===== src/hdl/shws_ram.sv =====
// shws_ram: generic single write port, single read port ram with
// registered read data; no dependencies
module shws_ram #(
  parameter int WIDTH = 16,
  parameter int DEPTH = 128
) (
  input  logic                                          clk,
  input  logic                                          we,
  input  logic [((DEPTH > 1) ? $clog2(DEPTH) : 1)-1:0]  waddr,
  input  logic [WIDTH-1:0]                              wdata,
  input  logic [((DEPTH > 1) ? $clog2(DEPTH) : 1)-1:0]  raddr,
  output logic [WIDTH-1:0]                              rdata
);

  logic [WIDTH-1:0] mem [0:DEPTH-1];

  // write and registered read
  always_ff @(posedge clk) begin
    if (we) begin
      mem[waddr] <= wdata;
    end
    rdata <= mem[raddr];
  end

endmodule


===== config.mk =====
export PLATFORM = sky130hd
export DESIGN_NAME = shws_ram
export DESIGN_NICKNAME = d
export VERILOG_FILES = /design/src/hdl/shws_ram.sv
export SDC_FILE = /design/constraint.sdc
export NUM_CORES = 2
export LEC_CHECK = 0
export ABC_AREA = 1
export BUFFER_PORTS_ARGS = -buffer_cell sky130_fd_sc_hd__clkbuf_2
export CAP_MARGIN = 20
export CELL_PAD_IN_SITES_DETAIL_PLACEMENT = 1
export CELL_PAD_IN_SITES_GLOBAL_PLACEMENT = 1
export CORE_MARGIN = 4
export CORE_UTILIZATION = 40
export DETAILED_ROUTE_END_ITERATION = 6
export PLACE_DENSITY = 0.72
export SETUP_SLACK_MARGIN = 0.2
export SKIP_LAST_GASP = 1
export SYNTH_ARGS = -nofsm -noshare
export SYNTH_HDL_FRONTEND = slang
export SYNTH_SLANG_ARGS = --single-unit

===== constraint.sdc =====
create_clock -name clk -period 2.2 [get_ports clk]
set_input_delay 0.44 -clock clk [delete_from_list [all_inputs] [get_ports clk]]
set_output_delay 0.44 -clock clk [all_outputs]
set_load 0.02 [all_outputs]

### Word-level counts from Yosys, hierarchy flattened

Memories as Yosys holds them, arrays and structs flattened. A register that Yosys moved wholly into a read port is not among the register bits.
Index checks and enable logic that the tools add are counted.

| word-level totals | value |
|---|---|
| register bits after elaboration | 0 |
| RAM bits | 2048 |
| output and inout port bits | 16 |
| logic and storage cells | 3 |
| memories kept | 1 |

Memory list:

| name | depth | width | rd ports | clocked after Yosys merged registers in | wr ports | line | RTL |
|---|---|---|---|---|---|---|---|
| mem | 128 | 16 | 1 | 1 | 1 | 15 | `logic [WIDTH-1:0] mem [0:DEPTH-1];` |

| operators by class | value |
|---|---|
| muxes and demuxes | 2 |

Operators by type and width:

| cell | count |
|---|---|
| $mux 1 | 2 |

### Longest topological paths before layout

| depth | value |
|---|---|
| depth in word-level cells | 2 |
| mapped depth | 13 |
| gate-level depth less buffers | 9 |

### Worst setup path after synthesis

No wires, ideal clock.

| path | value |
|---|---|
| kind | input -> register |
| start point | input we |
| end point | memory mem[105][0] (enable) |
| arrival | 1756 ps |
| path slack | 55 ps |
| stages | 4 |
| path buffers | 2 |
| cell sequence | clkbuf_1 nand2_1 clkbuf_1 nor2_1 |

| between the ends | value |
|---|---|
| word-level cells in the longest chain between the ends | 2 |

Ends and longest elaborated chain:

| what | line | RTL |
|---|---|---|
| start: declaration | 8 | `input logic we,` |
| $mux 1 | 19 | `if (we) begin` |
| $mux 1 (implied by the code) | 20 | `mem[waddr] <= wdata;` |
| end: declaration | 15 |  |

No other way between the ends.

### Final worst setup path

| path | value |
|---|---|
| start point | register rdata[6] (read register of mem) |
| end point | output rdata[6] |

RTL lines:

| what | line | RTL |
|---|---|---|
| start: declaration | 12 | `output logic [WIDTH-1:0] rdata` |

No word-level cell between the ends.

==> results.json <==
{
  "outcome": "finished clean",
  "wl_um": 271000,
  "worst_hold_path_type": "in2reg",
  "ir_worst_vdd_mv": 0.608,
  "ys_top_cells_by_area": "edfxtp_1, nand3_1, nand2_1, buf_2, nor2_1",
  "critical_path_required_ps": 1760,
  "final_util": 0.477,
  "detail-route-antenna-nets": 0,
  "rsz0062_at_grt": "no",
  "htreeDepth": 4,
  "port_buffers": 47,
  "path_buf_inv": 1,
  "tns_ps": 0,
  "viasPerCell": 5.79,
  "dieHeight_um": 463,
  "maxSlewHeadroom": 0.419,
  "cp_max_fo": 1,
  "maxSlewViolCount": 0,
  "max_freq_ghz": 0.508,
  "synth_top_family_by_area": "simple AND/OR/NAND/NOR gates",
  "clock_latency_ps": 860,
  "setup_violations": 0,
  "clk_pin_slew_worst_paths_ps": 60,
  "p_per_area_nw_per_um2": 863,
  "finalNetCount": 7174,
  "cts.sinks": 2064,
  "drive_gt1_frac": 0.126,
  "synth_xor_area_frac": 0,
  "synth_simple_gate_area_frac": 0.223,
  "grt_pass1_wl_um": 401000,
  "synth_seq_cells": 2064,
  "power.total_mw": 84.5,
  "layout_min_cycle_time_ps": 1970,
  "maxCapViolations": 0,
  "cp_slowest_stage_delay_ps": 450,
  "crit_family": "flip-flops",
  "routed-via-count": 57920,
  "grt_usage": 0.249,
  "criticalPathCategory": "reg2out",
  "muxShareOfSynthArea": 0,
  "cts_tree": "yes",
  "max_slew.worst_pin.slew_ps": 870,
  "setup.worst_path.start_class": "flop",
  "leakage_nw": 34.5,
  "postSynthAreaPerCell_um2": 12.2,
  "io_pins": 48,
  "gp_congestion": 0.929,
  "clockRootBuffer": "clkbuf_16",
  "min_period_over_period": 0.895,
  "synth_area_um2": 82800,
  "synth_fa_ha_area_frac": 0,
  "grt_pass1_vias": 60642,
  "crit_chain": "clkbuf_2",
  "synth-warning-count": 0,
  "firstDrtPassIters": 6,
  "syn-instance-count": 6793,
  "rows": 166,
  "cp.arrival_ps": 1530,
  "core_area_um2": 205000,
  "area_growth_pct": 18.2,
  "wire_per_inst_um": 27.0,
  "grt-ovfl-total": 0,
  "cts_made_buffers": 205,
  "cts_buffer_depth": 3,
  "ys_types": 15,
  "drc": 0,
  "synth_top_cell_by_area": "edfxtp_1",
  "ys_seq_area_frac": 0.746,
  "synth_compound_area_frac": 0,
  "start_util": 0.404,
  "endpoint_kind": "primary output",
  "hold_violations": 0,
  "die_w_um": 463,
  "drtIter0Drc": 6831,
  "dieArea_um2": 214000,
  "synth_nets": 6825,
  "crit_slowest_cell": "dfxtp_2",
  "grt_start_max_net_pins": 95,
  "finClkSkew_ps": 25.6,
  "most-common-layout-cells": "nand2_1, edfxtp_1, nand3_1",
  "antenna_found_initial": 11,
  "synth_top_area_share": 0.742,
  "post-dp-hpwl_um": 170000,
  "layout.cells.most_common": "nand2_1"
}
==> repair_timing <==
action / 4_1_cts / 5_1_grt
endpoints found under the setup margin: 4 / 3
gates resized for setup: 4 / 3
hold buffers: 3 / 0
setup buffers: 0 / 0
endpoints found under the hold margin: 22 / 0
==> worst paths after layout <==
path	from	cells past startpoint	slack, ps	endpoint
hold / removal	wdata[14]	1	60	mem[113][14]
setup / recovery	rdata[6]	1	230	rdata[6]
hold reg to reg	mem[34][0]	8	900	rdata[0]
setup reg to reg	mem[47][11]	8	270	rdata[11]
==> cells in the mapped netlist <==
cell      number
buf_1         41
buf_2        251
buf_4         61
buf_6         22
buf_8          1
clkbuf_1      81
dfxtp_1       16
edfxtp_1    2048
inv_1         21
inv_2          2
inv_4          1
nand2_1     2087
nand3_1     2019
nor2_1       134
nor3_1         8
==> metal layers <==
layer,vias to the layer above,global-route usage,part of all wire
li1,25028,-,-
met4,2,0.104,0.044
met5,-,0,0.000059
met3,522,0.0395,0.079
met1,29800,0.338,0.41
met2,2568,0.401,0.47
==> flip-flops by register name (all words and copies together), names as in the netlist <==
signal	cells
rdata	16
mem	2048
==> kinds of logic after synthesis <==
kind of cell,count (synthesis)
flops,2064
simple gates,4248
buf+inv,481
==> final cells by class <==
cell class | instances | area, µm²
fillers | 20954 | 107000
flip-flops and latches | 2064 | 61800
multi-input cells | 4248 | 18500
repair buffers | 599 | 7420
clock buffers | 259 | 5450
well taps | 2688 | 3360
clock inverters | 125 | 1170
inverters | 24 | 124
diodes | 4 | 10.0
==> worst reg2reg max path: stages, from the launching register on <==
cell and delay [ps]:
edfxtp_1 390, nand2_1 100, nand3_1 100, nand3_1 140, nand3_1 150, nand3_1 110, nand3_1 250, nand3_1 390
nand2_1 160
==> power breakdown <==
group          total, mW  switching [mW]  internal, mW
clock               34.9            15.2          19.7
sequential          43.5          0.0826          43.4
combinational       6.08            4.34          1.74
total               84.5            19.6          64.8
==> through the flow <==
step	hold WS [ps]	area [µm²]	cells	setup WS, ps
floorplan	539	82900	6793	55.4
global placement	858	91200	9620	-502
detailed placement	863	91200	9620	-559
CTS	11.6	97900	10007	178
global route	49.3	97900	10010	224
finish	58.9	97900	10011	231
Note: power is estimated with default switching activity, not from simulation.
