<file path="config.mk">
export PLATFORM = sky130hd
export DESIGN_NAME = shws_mac
export DESIGN_NICKNAME = d
export VERILOG_FILES = /design/src/hdl/shws_pkg.sv /design/src/hdl/shws_mac.sv
export SDC_FILE = /design/constraint.sdc
export NUM_CORES = 1
export LEC_CHECK = 0
export CORE_UTILIZATION = 45
export CTS_BUF_LIST = sky130_fd_sc_hd__clkbuf_4
export CTS_CLUSTER_DIAMETER = 80
export DETAILED_ROUTE_END_ITERATION = 12
export DONT_BUFFER_PORTS = 1
export HOLD_SLACK_MARGIN = 0.12
export PLACE_DENSITY = 0.64
export SYNTH_ARGS = -nofsm -noshare
export SYNTH_HDL_FRONTEND = slang
export SYNTH_SLANG_ARGS = --single-unit
</file>
<file path="constraint.sdc">
create_clock -name clk -period 8.5 [get_ports clk]
set_input_delay 0.425 -clock clk [delete_from_list [all_inputs] [get_ports clk]]
set_output_delay 0.425 -clock clk [all_outputs]
set_load 0.01 [all_outputs]
</file>
<file path="src/hdl/shws_pkg.sv">
// shws_pkg: shared constants, widths and transaction structs for the
// spectrum history weighted smoother; no dependencies
package shws_pkg;

  // sizing
  localparam int HISTORY_DEPTH = 32;
  localparam int NUM_BINS      = 128;

  // fixed field widths
  localparam int BIN_W  = 7;
  localparam int VAL_W  = 16;
  localparam int SUM_W  = 21;

  // derived widths
  localparam int POS_W      = $clog2(HISTORY_DEPTH + 1);
  localparam int SLOT_W     = (HISTORY_DEPTH > 1) ? $clog2(HISTORY_DEPTH) : 1;
  localparam int BIN_AW     = (NUM_BINS > 1) ? $clog2(NUM_BINS) : 1;
  localparam int HIST_WORDS = NUM_BINS * HISTORY_DEPTH;
  localparam int HIST_AW    = (HIST_WORDS > 1) ? $clog2(HIST_WORDS) : 1;
  localparam int BSTATE_W   = POS_W + SLOT_W;

  // weights are Q0.16 plus one integer bit for the exact 1.0
  localparam int WGT_FRAC = 16;
  localparam int WGT_W    = WGT_FRAC + 1;
  localparam int P4_W     = 4 * POS_W;
  localparam int NUM_W    = P4_W + WGT_W;
  localparam int PROD_W   = VAL_W + WGT_W;

  // item kinds
  localparam logic KIND_SAMPLE = 1'b0;
  localparam logic KIND_CLEAR  = 1'b1;

  // history walk step from the controller
  typedef struct packed {
    logic             valid;
    logic             last;
    logic [POS_W-1:0] pos;
  } shws_tok_t;

  // history value paired with its weight
  typedef struct packed {
    logic             valid;
    logic             last;
    logic [VAL_W-1:0] value;
    logic [WGT_W-1:0] weight;
  } shws_wtok_t;

  // accumulator status back to the controller
  typedef struct packed {
    logic             done;
    logic [SUM_W-1:0] sum;
  } shws_mac_stat_t;

endpackage

</file>
<file path="src/hdl/shws_mac.sv">
// shws_mac: multiply history values by their weights, truncate and
// accumulate; depends on shws_pkg
module shws_mac import shws_pkg::*; (
  input  logic           clk,
  input  logic           rst_n,
  input  logic           clear,
  input  shws_wtok_t     wtok,
  output shws_mac_stat_t stat
);

  logic              mv_r;
  logic              ml_r;
  logic [PROD_W-1:0] prod_r;
  logic [SUM_W-1:0]  acc_r;
  logic              done_r;

  // control flags
  always_ff @(posedge clk) begin
    if (!rst_n) begin
      mv_r   <= 1'b0;
      done_r <= 1'b0;
    end else begin
      mv_r   <= wtok.valid;
      done_r <= mv_r && ml_r;
    end
  end

  // product register, then truncated accumulate
  always_ff @(posedge clk) begin
    ml_r   <= wtok.last;
    prod_r <= PROD_W'(wtok.value) * PROD_W'(wtok.weight);
    if (clear) begin
      acc_r <= '0;
    end else if (mv_r) begin
      acc_r <= acc_r + SUM_W'(prod_r >> WGT_FRAC);
    end
  end

  assign stat.done = done_r;
  assign stat.sum  = acc_r;

endmodule

</file>
After elaboration in Yosys (flattened, before gate mapping)
Index checks and enable logic that the tools add are counted.
{"block": "totals", "output_inout_bits": 22, "mem_count": 0, "ramBits": 0, "regBits": 57, "word_cells": 8, "inputBits": 38, "mem_bits_ro": 0, "latch_bits": 0}
{"block": "classes", "n_mux": 0, "magnitude_cmp": 0, "reduce_logical": 1, "div": 0, "n_shift": 0, "n_mul": 1, "n_addsub": 1, "n_eq_ne": 0, "bitwise": 0}
{"operator": "multiplier 16 x 17 -> 33 bit", "count": 1}
{"operator": "adder 21 x 17 -> 21 bit", "count": 1}
{"operator": "logical AND 1 bit", "count": 1}

Logic depth before layout (Yosys ltp)
{"block": "depth", "ltp_word": 1, "mapped_depth": 24, "ltp_nobuf": 22}

Least setup slack after synthesis
No wires, ideal clock.
{"block": "synth_path", "path_type": "input to register", "startpoint": "input port wtok[24] (netlist bit)", "endpoint": "register prod_r[27]", "setup_ns": 0.123, "arrival_ns": 5.818, "cell_stages": 21, "t_required_ns": 8.377, "path_slack_ns": 2.559, "n_path_buf": 2, "cell_sequence": "clkbuf_1 clkbuf_1 nand2_1 fa_1 inv_1 fa_1 fa_1 fa_1 fa_1 inv_1 fa_1 inv_1 ha_1 a21oi_1 o21ai_0 a31oi_1 a21boi_1 a311o_1 a31oi_1 o21bai_1 xor2_1"}
{"block": "synth_between", "elab_chain_len": 1}
{"element": "start: declaration", "line": "shws_mac.sv:7", "rtl": "input shws_wtok_t wtok,"}
{"element": "multiplier 16 x 17 -> 33 bit", "line": "shws_mac.sv:31", "rtl": "prod_r <= PROD_W'(wtok.value) * PROD_W'(wtok.weight);"}
{"element": "end signal: assignment", "line": "shws_mac.sv:31"}
{"element": "end: declaration", "line": "shws_mac.sv:13", "rtl": "logic [PROD_W-1:0] prod_r;"}
No other way between the ends.
A chain may end at the register's enable or synchronous reset.

Worst setup path after layout
{"block": "layout_path", "startpoint": "input port wtok[21] (netlist bit)", "endpoint": "register prod_r[27]"}
The elaborated chain is that of the path after synthesis.

==> run metrics <==
outcome=finished clean; Power Density=393 nW/um2; max_slew headroom=52.8%; Critical path origin=wtok[21]; crit path max fanout=17; core area=22600 um2; CP peak stage delay=0.53 ns; RSZ-0062 raised after global routing=no; setup bufs post-CTS=0; share of layout cells above drive strength 1=1.33%; setup TNS=0 ns; Worst-Skew Late Latency=0.35 ns; crit path DAT=5.82 ns; Vias/cell=5.25; Synth warnings=0; Fmax achieved=180 MHz; Slew @ Worst Pin=0.707 ns; Final ANT Viol Nets=0; CP startpoint kind=primary input; IO Port Bufs=0; antenna violations before repair=0; Layout Nets=1489; DR DRC count=0; GRT overflow=0; vias in the first global route=7574; worst-case vdd ir drop=415 uV; part of the cycle the worst path needs=65.5%; Fin Clk Skew=0.0163 ns; Starting Density=45.8%; crit path time final=5.57 ns; std cell rows=55; clock root buffer master=clkbuf_4; IO Pins=60; Synth async-reset ratio=0%; final hold violation count=0; Yosys top cell area share=40.2%; Seq/Total Area, Yosys=7.92%; maxcap violations=0; post-synthesis area per instance=8.96 um2; WS Path Type=in2reg; CTS Buf Count=5; first-pass GRT wire length=38800 um; crit-path cells=and2_1 -> fa_1 -> inv_1 -> fa_1 -> fa_1 -> inv_1 -> fa_1 -> fa_1 -> inv_1 -> fa_1 -> inv_1 -> ha_1 -> a21o_1 -> a21oi_1 -> o21ai_0 -> a31oi_1 -> a21boi_1 -> a311o_1 -> a31oi_1 -> o21bai_1 -> xor2_1; CP top delay family=adder cells; critical path's slowest cell=fa_1; DR vias=7399; CTS clk-pin slew, worst paths=0.13 ns; largest net degree at the start of global routing=19; Clock Tree Buf Depth=2; number of H-tree levels=2; routability congestion estimate from global placement=0.841; most frequent cell after synthesis=inv_1; Area Growth Syn to Fin=3.22%; Synth area leaders=fa_1 (40%), ha_1 (14%), inv_1 (8.5%); Slew Viols, Final=0; Core Util, Final=47.2%; Pleak=5.43 nW; Post-synth EDFFs=0; critical path capture point type=flip-flop; Req. time, crit path=8.76 ns; area leader, netlist=fa_1; worst hold-check path type=in2reg; Reg2Reg Launch Point=acc_r[0]; post-DR wirelength/cell=16.7 um; most instantiated cells after synthesis=inv_1 (234), fa_1 (208), nand2_1 (170), and2_1 (129), ha_1 (119); Die Area=23600 um2; TritonCTS clock tree=done; most frequent CP cell=fa_1; Mapped Nets=1521; Synth Instances=1156; Mapped Area=10400 um2; DRT Wirelength=23600 um; clk sink count=41; drt initial violations=471; ant diodes=0; DIE WIDTH=154 um; Setup Viol. Count Final=0; Total GRT Usage=20.9%; CP Buf/Inv Count=4; Hold Crit Start=clear; TritonRoute pass-1 iters=5; Die Span Y=154 um; ys flop type=dfxtp_1; Yosys reg bits=41; Netlist cell types=57; dpl hpwl=18500 um
-- routing by layer --
| metal | up-vias | GRT usage [%] | wire length (um) |
|---|---|---|---|
| met3 | 28 | 3.61 | 1630 |
| met4 | 0 | 3.57 | 323 |
| met2 | 228 | 33.3 | 10500 |
| li1 | 3465 | - | - |
| met5 | - | 0 | 0 |
| met1 | 3678 | 30.0 | 11100 |
-- path summary, 6_finish.rpt --
| check | end | slack [ns] | cells after the start |
|---|---|---|---|
| worst min register to register | done_r | 0.48 | 1 |
| worst max register to register | acc_r[14] | 5.42 | 12 |
| worst max-delay path | prod_r[27] | 2.93 | 21 |
| worst min-delay path | acc_r[10] | 0.18 | 1 |
-- where the power goes --
| part | internal [mW] | switching (mW) | leakage [nW] | total [mW] |
|---|---|---|---|---|
| clock network | 0.0911 | 0.0623 | 0.0552 | 0.153 |
| logic | 1.66 | 2.04 | 5.04 | 3.70 |
| registers | 0.307 | 0.0444 | 0.340 | 0.352 |
-- registers in the layout, indices dropped and copies added, names as in the netlist --
name    cells
ml_r        1
prod_r     17
done_r      1
acc_r      21
mv_r        1
-- kinds of logic after synthesis --
group	share of synthesized area, %
fa+ha+maj	54.6
flops	7.92
buf+inv	10.1
xor+xnor	2.20
compound gates	6.31
mux	0.507
simple gates	18.4
-- per-stage QoR --
step	instance area (um2)	hold slack (ns)	std cells	power [mW]	setup slack (ns)
2_1_floorplan	10400	0.437	1156	3.25	2.56
3_3_place_gp	10600	0.449	1398	3.99	2.58
3_5_place_dp	10600	0.453	1398	4.03	2.52
4_1_cts	10700	0.120	1409	4.23	2.93
5_1_grt	10700	0.162	1410	4.78	2.69
6_report	10700	0.177	1410	4.21	2.93
-- worst reg2reg max path, stage by stage, from the launching register on --
cell      delay [ns]
dfxtp_1         0.44
ha_1            0.20
inv_1           0.05
fa_1            0.37
nor2b_1         0.16
o21ai_1         0.09
a21oi_1         0.17
o21ai_1         0.10
a21boi_0        0.21
o31ai_1         0.14
a211oi_1        0.60
o21ai_0         0.20
a41o_1          0.26
-- placed cells by master, fill, tap and decap left out, types with 15 or more instances in the layout --
cell,n
a21oi_1,26
and2_1,129
dfxtp_1,41
fa_1,208
ha_1,119
inv_1,234
nand2_1,170
nor2_1,26
o21ai_0,15
xnor2_1,15
-- layout make-up --
class | instances | area (um2)
clock inverter | 3 | 65.1
fill | 2176 | 11900
timing repair buffer | 4 | 40.0
multi-input combinational | 837 | 8490
inverter | 235 | 882
sequential | 41 | 821
clock buffer | 5 | 37.5
tap | 285 | 357
-- timing repair --
action / 4_1_cts / 5_1_grt
hold buffers: 3 / 1
resized for setup: 0 / 0
endpoints found under the hold margin: 10 / 1
No activity file was read; power rests on OpenSTA's default activity.
