**src/hdl/shws_pkg.sv**
```systemverilog
// shws_pkg: shared constants, widths and transaction structs for the
// spectrum history weighted smoother; no dependencies
package shws_pkg;

  // sizing
  localparam int HISTORY_DEPTH = 32;
  localparam int NUM_BINS      = 128;

  // fixed field widths
  localparam int BIN_W  = 7;
  localparam int VAL_W  = 16;
  localparam int SUM_W  = 21;

  // derived widths
  localparam int POS_W      = $clog2(HISTORY_DEPTH + 1);
  localparam int SLOT_W     = (HISTORY_DEPTH > 1) ? $clog2(HISTORY_DEPTH) : 1;
  localparam int BIN_AW     = (NUM_BINS > 1) ? $clog2(NUM_BINS) : 1;
  localparam int HIST_WORDS = NUM_BINS * HISTORY_DEPTH;
  localparam int HIST_AW    = (HIST_WORDS > 1) ? $clog2(HIST_WORDS) : 1;
  localparam int BSTATE_W   = POS_W + SLOT_W;

  // weights are Q0.16 plus one integer bit for the exact 1.0
  localparam int WGT_FRAC = 16;
  localparam int WGT_W    = WGT_FRAC + 1;
  localparam int P4_W     = 4 * POS_W;
  localparam int NUM_W    = P4_W + WGT_W;
  localparam int PROD_W   = VAL_W + WGT_W;

  // item kinds
  localparam logic KIND_SAMPLE = 1'b0;
  localparam logic KIND_CLEAR  = 1'b1;

  // history walk step from the controller
  typedef struct packed {
    logic             valid;
    logic             last;
    logic [POS_W-1:0] pos;
  } shws_tok_t;

  // history value paired with its weight
  typedef struct packed {
    logic             valid;
    logic             last;
    logic [VAL_W-1:0] value;
    logic [WGT_W-1:0] weight;
  } shws_wtok_t;

  // accumulator status back to the controller
  typedef struct packed {
    logic             done;
    logic [SUM_W-1:0] sum;
  } shws_mac_stat_t;

endpackage

```
**src/hdl/shws_wgt.sv**
```systemverilog
// shws_wgt: ramp weight pipeline, pos^4 by two squarings then a restoring
// divider with one quotient bit per stage; depends on shws_pkg
module shws_wgt import shws_pkg::*; (
  input  logic             clk,
  input  logic             rst_n,
  input  shws_tok_t        tok,
  input  logic [VAL_W-1:0] hist_rdata,
  input  logic [P4_W-1:0]  den,
  output shws_wtok_t       wtok
);

  // front stages
  logic                 v0_r, v1_r, v2_r;
  logic                 l0_r, l1_r, l2_r;
  logic [POS_W-1:0]     p0_r;
  logic [2*POS_W-1:0]   sq1_r;
  logic [P4_W-1:0]      p4_r;
  logic [VAL_W-1:0]     val1_r, val2_r;

  // divider stages, index 0 holds the rounded numerator
  logic [NUM_W-1:0]     rem_r [0:WGT_W];
  logic [WGT_W-1:0]     q_r   [0:WGT_W];
  logic [VAL_W-1:0]     dv_r  [0:WGT_W];
  logic [WGT_W:0]       dvld_r;
  logic [WGT_W:0]       dlast_r;

  // valid flags
  always_ff @(posedge clk) begin
    if (!rst_n) begin
      v0_r   <= 1'b0;
      v1_r   <= 1'b0;
      v2_r   <= 1'b0;
      dvld_r <= '0;
    end else begin
      v0_r   <= tok.valid;
      v1_r   <= v0_r;
      v2_r   <= v1_r;
      dvld_r <= {dvld_r[WGT_W-1:0], v2_r};
    end
  end

  // pos^4 and the value lined up with the ram read
  always_ff @(posedge clk) begin
    l0_r    <= tok.last;
    p0_r    <= tok.pos;
    l1_r    <= l0_r;
    sq1_r   <= (2*POS_W)'(p0_r) * (2*POS_W)'(p0_r);
    val1_r  <= hist_rdata;
    l2_r    <= l1_r;
    p4_r    <= P4_W'(sq1_r) * P4_W'(sq1_r);
    val2_r  <= val1_r;
    dlast_r <= {dlast_r[WGT_W-1:0], l2_r};
  end

  // numerator with half the divisor added for round to nearest
  always_ff @(posedge clk) begin
    rem_r[0] <= (NUM_W'(p4_r) << WGT_FRAC) + NUM_W'(den >> 1);
    q_r[0]   <= '0;
    dv_r[0]  <= val2_r;
  end

  // one quotient bit per stage, most significant first
  for (genvar k = 1; k <= WGT_W; k++) begin : g_div
    logic [NUM_W-1:0] trial;
    logic             fit;

    assign trial = NUM_W'(den) << (WGT_W - k);
    assign fit   = (rem_r[k-1] >= trial);

    always_ff @(posedge clk) begin
      rem_r[k] <= fit ? (rem_r[k-1] - trial) : rem_r[k-1];
      q_r[k]   <= q_r[k-1] | (fit ? (WGT_W'(1) << (WGT_W - k)) : '0);
      dv_r[k]  <= dv_r[k-1];
    end
  end

  assign wtok.valid  = dvld_r[WGT_W];
  assign wtok.last   = dlast_r[WGT_W];
  assign wtok.value  = dv_r[WGT_W];
  assign wtok.weight = q_r[WGT_W];

endmodule

```
**config.mk**
```make
export PLATFORM = sky130hd
export DESIGN_NAME = shws_wgt
export DESIGN_NICKNAME = d
export VERILOG_FILES = /design/src/hdl/shws_pkg.sv /design/src/hdl/shws_wgt.sv
export SDC_FILE = /design/constraint.sdc
export NUM_CORES = 2
export LEC_CHECK = 0
export ABC_AREA = 1
export BUFFER_PORTS_ARGS = -buffer_cell sky130_fd_sc_hd__buf_2
export CORE_MARGIN = 8
export CORE_UTILIZATION = 66
export CTS_CLUSTER_SIZE = 8
export DETAILED_ROUTE_END_ITERATION = 8
export PLACE_DENSITY = 0.83
export SKIP_LAST_GASP = 1
export SYNTH_ARGS = -nofsm -noshare
export SYNTH_HDL_FRONTEND = slang
export SYNTH_SLANG_ARGS = --single-unit
```
**constraint.sdc**
```tcl
create_clock -name clk -period 8.5 [get_ports clk]
set_clock_uncertainty 0.15 [all_clocks]
set_input_delay 1.7 -clock clk [delete_from_list [all_inputs] [get_ports clk]]
set_output_delay 1.7 -clock clk [all_outputs]
set_load 0.01 [all_outputs]
```
Yosys cells after proc, flatten, opt, wreduce, memory -nomap -nowiden --
Memory sizes are Yosys's and may differ from the RTL's. Index checks and enable logic that the tools add are counted.
Storage, ports and cells: register bits after elaboration 116, RAM bits 1332, bits of input ports 50, output and inout port bits 35, word-level logic and storage cells 104, memories 3
Operators by class: add/sub/neg operators 18, $mul 2, magnitude comparators 17, mux-type cells 34, bitwise logic cells 17
Memories:
- rem_r | depth 18, width 41, read ports 17, clocked after memory_dff 0, write ports 18, line shws_wgt.sv:21 | logic [NUM_W-1:0] rem_r [0:WGT_W];
- q_r | depth 18, width 17, read ports 18, clocked after memory_dff 0, write ports 18, line shws_wgt.sv:22 | logic [WGT_W-1:0] q_r [0:WGT_W];
- dv_r | depth 18, width 16, read ports 18, clocked after memory_dff 0, write ports 18, line shws_wgt.sv:23 | logic [VAL_W-1:0] dv_r [0:WGT_W];
Operators with widths (count):
- 2-to-1 mux 41 bit | 17
- bitwise OR 17 bit | 4
- adder 40 x 23 -> 41 bit | 1
- greater-or-equal comparator 41 x 24 -> 1 bit | 1
- greater-or-equal comparator 41 x 25 -> 1 bit | 1
- greater-or-equal comparator 41 x 26 -> 1 bit | 1
- greater-or-equal comparator 41 x 27 -> 1 bit | 1
- greater-or-equal comparator 41 x 28 -> 1 bit | 1
- greater-or-equal comparator 41 x 29 -> 1 bit | 1
- greater-or-equal comparator 41 x 30 -> 1 bit | 1
- greater-or-equal comparator 41 x 31 -> 1 bit | 1
- greater-or-equal comparator 41 x 32 -> 1 bit | 1
- greater-or-equal comparator 41 x 33 -> 1 bit | 1
- greater-or-equal comparator 41 x 34 -> 1 bit | 1
- greater-or-equal comparator 41 x 35 -> 1 bit | 1
- greater-or-equal comparator 41 x 36 -> 1 bit | 1
- greater-or-equal comparator 41 x 37 -> 1 bit | 1
- greater-or-equal comparator 41 x 38 -> 1 bit | 1
- greater-or-equal comparator 41 x 39 -> 1 bit | 1
- greater-or-equal comparator 41 x 40 -> 1 bit | 1
- subtractor 41 x 24 -> 41 bit | 1
- subtractor 41 x 25 -> 41 bit | 1
- subtractor 41 x 26 -> 41 bit | 1
- subtractor 41 x 27 -> 41 bit | 1
- other kinds (45) | 45

Logic depth before layout (Yosys ltp) --
An unclocked memory read counts as a cell.
word-level depth 4, gate-level depth with buffers 22, mapped depth without buffers 21

Least setup slack after synthesis --
Ideal clock, no wire load.
path kind flip-flop to flip-flop, start point register sq1_r[2], end point register p4_r[17], setup time 0.117 ns, data arrival time 4.596 ns, data required time 8.233 ns, setup slack 3.637 ns, cell stages (with the launch flop) 21, path buffers 1, period minus slack after synthesis 4.863 ns, path through dfxtp_1 clkbuf_1 nand2_1 fa_1 inv_1 fa_1 fa_1 fa_1 inv_1 fa_1 inv_1 ha_1 nand2_1 nor2_1 inv_1 o21ai_0 nand2_1 inv_1 nor2_1 nand2_1 nand2_1
On the way: longest elaborated chain between the ends 1
RTL lines:
- start, declared | line shws_wgt.sv:16 | logic [2*POS_W-1:0] sq1_r;
- start signal, assigned | line shws_wgt.sv:47 | sq1_r <= (2*POS_W)'(p0_r) * (2*POS_W)'(p0_r);
- multiplier 12 x 12 -> 24 bit | line shws_wgt.sv:50 | p4_r <= P4_W'(sq1_r) * P4_W'(sq1_r);
- end signal, assigned | line shws_wgt.sv:50
- end, declared | line shws_wgt.sv:17 | logic [P4_W-1:0] p4_r;
Every way passes these cells. A chain may end at the register's enable or synchronous reset.

Final worst setup path --
start point register sq1_r[4], end point register p4_r[17]
Same word-level chain as after synthesis.

==> results_dict.tcl <==
set metrics [dict create \
    run_status "completed" \
    route.vias.total 69000 \
    tritoncts "done" \
    layout_min_cycle_time_ns 5.63 \
    nFillCells 8427 \
    max_stage_delay_ns 0.73 \
    critPathMaxFanout 12 \
    final_clock_period_utilization_by_the_worst_path_pct 66.2 \
    hpwlAfterDp_microns 176000 \
    min_path_type "reg2reg" \
    critical_path_arrival_ns 6.16 \
    timing_max_transition_violations_final 0 \
    synth_seq_cells 1252 \
    max-clock-path-buffers 3 \
    power.net_switching_mw 18.6 \
    cts_htree_levels 4 \
    area_delta_synth_final_pct 9.38 \
    p_seq_share_pct 25.5 \
    chipWidth_microns 342 \
    cells_along_the_critical_path "nand2_1 -> inv_1 -> fa_1 -> fa_1 -> inv_1 -> fa_1 -> inv_1 -> fa_1 -> inv_1 -> fa_1 -> inv_1 -> ha_1 -> nand2_1 -> nor2_1 -> inv_1 -> o21ai_0 -> nand2_1 -> inv_1 -> nor2_1 -> nand2_1 -> nand2_1" \
    fin_total_pwr_mw 37.5 \
    port_buffers 84 \
    cpMaxStageDelayCell "sky130_fd_sc_hd__dfxtp_1" \
    report.final.hold_viol_count 0 \
    critical-path-top-cell-by-count "sky130_fd_sc_hd__inv_1" \
    combPwrFrac_pct 57.5 \
    layout.cells.most_common "sky130_fd_sc_hd__nand2_1" \
    grt_pass1_wl_microns 358000 \
    postSynth.asyncResetShare_pct 0 \
    finalWeightedCongestion 1.07 \
    post_cts.resized_instances 0 \
    post_synthesis_sequential_area_ratio_pct 35.6 \
    area_occupied_by_multi_input_gates_sq_um 38600 \
    netlist.top_cell.by_area "sky130_fd_sc_hd__dfxtp_1" \
    post_synth_inst_count 10200 \
    cts_sinks 1252 \
    static_leak_nw 40.1 \
    synth_top_cell_area_share_pct 35.6 \
    drcViolationCount 0 \
    num_io_pins 85 \
    worst_ep_required_time_ns 9.03 \
    drc_violation_total_after_the_first_tritonroute_iteration 7450 \
    dr.pass1.iters 9 \
    avgRoutedWirePerCell_microns 19.8 \
    cp-start-kind "flop" \
    grt_setup_unrepaired "false" \
    gr_overflow_total 0 \
    power.share.switching_pct 49.5 \
    root_buffer "sky130_fd_sc_hd__clkbuf_16" \
    irDropWorstVdd_uv 1120 \
    syn_area_sq_um 70400 \
    timing.setup.critical_path_class "reg2reg" \
    clock.fmax_mhz 178 \
    p_int_mw 18.9 \
    mostFrequentLayoutCells "sky130_fd_sc_hd__nand2_1, sky130_fd_sc_hd__inv_1, sky130_fd_sc_hd__dfxtp_1" \
    worst_setup_path_end_kind "flop" \
    ctsHoldBuffers 0 \
    num-nets-final 11100 \
    setup_failing_eps_final 0 \
    grt_pass1_vias 66700 \
    grt_start_max_net_pins 52 \
    synth.distinct_cells 55 \
    final_layout_size_suffix_gt1_share_pct 4.47 \
    die_height_microns 342 \
    power_density_relative_to_cell_area_nw_per_um2 487 \
    floorplan_core_area_sq_um 106000 \
    antenna_found_initial 6 \
    cts-buffers-inserted 176 \
    drt.antenna.violating_nets 0 \
    synth_edf_count 0 \
    grt.total_usage_pct 38.5 \
    maxCapViolCount 0 \
    average_instance_area_after_synthesis_sq_um 6.87 \
    floorplan.initialDensity_pct 66.6 \
    power.clock.fraction_pct 17.0 \
    vias_per_cell 5.82 \
    synth-warning-count 0 \
    final-seq-area_sq_um 25100 \
    synth_flop_cell "sky130_fd_sc_hd__dfxtp_1" \
    tightest_slew_ns 1.08 \
    synth_top_cells_by_area "sky130_fd_sc_hd__dfxtp_1, sky130_fd_sc_hd__nand2_1, sky130_fd_sc_hd__ha_1" \
    clk_latency_ns 0.82 \
    cts.clk_slew.worst_paths_ns 0.05 \
    slew_headroom_pct 27.6 \
    row_count 119 \
    design.die.area_sq_um 117000 \
    cts_setup_buffers 0 \
    setup_tns_ns 0 \
    postRouteWirelength_microns 235000 \
]
-- synth_stat cells, drive strengths merged (5+ instances only) --
cell type,n
nand2,3528
inv,1592
dfxtp,1252
nor2,886
nand3,519
a21oi,493
ha,483
o21ai,431
nand4,242
xor2,155
xnor2,149
nor3,110
fa,105
buf,84
nand3b,62
nor4,26
clkbuf,25
o21bai,20
and2,15
a21o,10
and3,8
or2,8
o211ai,7
a21boi,6
nor3b,5
-- per-stage QoR --
stage	utilization [%]	worst slack, ns	instances	hold slack, ns	area, sq um
floorplan	-	3.64	10300	0.160	70400
global placement	68.2	2.88	11700	0.159	72000
detailed placement	68.2	2.74	11700	0.162	72000
CTS	72.9	3.00	11900	0.146	76900
global route	72.9	2.70	11900	0.140	76900
finish	72.9	2.87	11900	0.134	77000
-- cell families after synthesis --
| kind of cell | after synthesis | share of synthesized area, % |
|---|---|---|
| flops | 1252 | 35.6 |
| fa+ha+maj | 588 | 11.6 |
| buf+inv | 1702 | 9.67 |
| compound gates | 977 | 7.51 |
| mux | 2 | 0.0320 |
| xor+xnor | 304 | 3.78 |
| other cells | 2 | 0.0107 |
| simple gates | 5412 | 31.8 |
-- cell type report --
class | instances | share of cell area, %
Timing Repair Buffer | 120 | 0.898
Multi-Input combinational cell | 7303 | 50.1
Sequential cell | 1252 | 32.6
Antenna cell | 2 | 0.00650
Tap cell | 1391 | 2.26
Inverter | 1593 | 7.78
Clock buffer | 190 | 5.83
Clock inverter | 16 | 0.546
-- per-layer routing --
metal  up-vias  GRT usage, %  part of all wire (%)
met5         -             0                 0.020
met4         6          26.9                   8.2
met3      1199          8.06                    10
met2      4156          62.5                    44
met1     31200          45.7                    37
li1      32500             -                     -
-- critical path, delay by kind of cell (launching register included) --
| kind | cells | cell delay (ns) |
|---|---|---|
| adders and majority gates | 6 | 2.99 |
| and+or+nand+nor | 7 | 0.81 |
| AOI/OAI and AO/OA | 1 | 0.28 |
| DFF | 1 | 0.73 |
| buffers and inverters | 7 | 0.54 |
-- worst paths after layout --
check / startpoint / to / slack, ns / cells after the start
max: sq1_r[4] / p4_r[17] / 2.87 / 21
min: val2_r[11] / dv_r[0][11] / 0.13 / 0
max reg2reg: sq1_r[4] / p4_r[17] / 2.87 / 21
min reg2reg: val2_r[11] / dv_r[0][11] / 0.13 / 0
-- power groups by stage --
stage	Sequential [mW]	Combinational (mW)	Clock [mW]
after global placement	9.53	19.8	0
after detailed placement	9.53	20.3	0
after CTS	9.46	20.9	6.40
final	9.57	21.5	6.36
after global routing	9.58	23.7	6.66
after floorplan	8.59	15.6	0
-- state kept, by name, summed over array words and instances, names as in the netlist, 6 cells and up --
register / flops
val2_r: 16
val1_r: 16
rem_r: 697
sq1_r: 11
q_r: 153
dlast_r: 18
p0_r: 6
dv_r: 288
p4_r: 23
dvld_r: 18
Power figures use the tool's default switching activity.
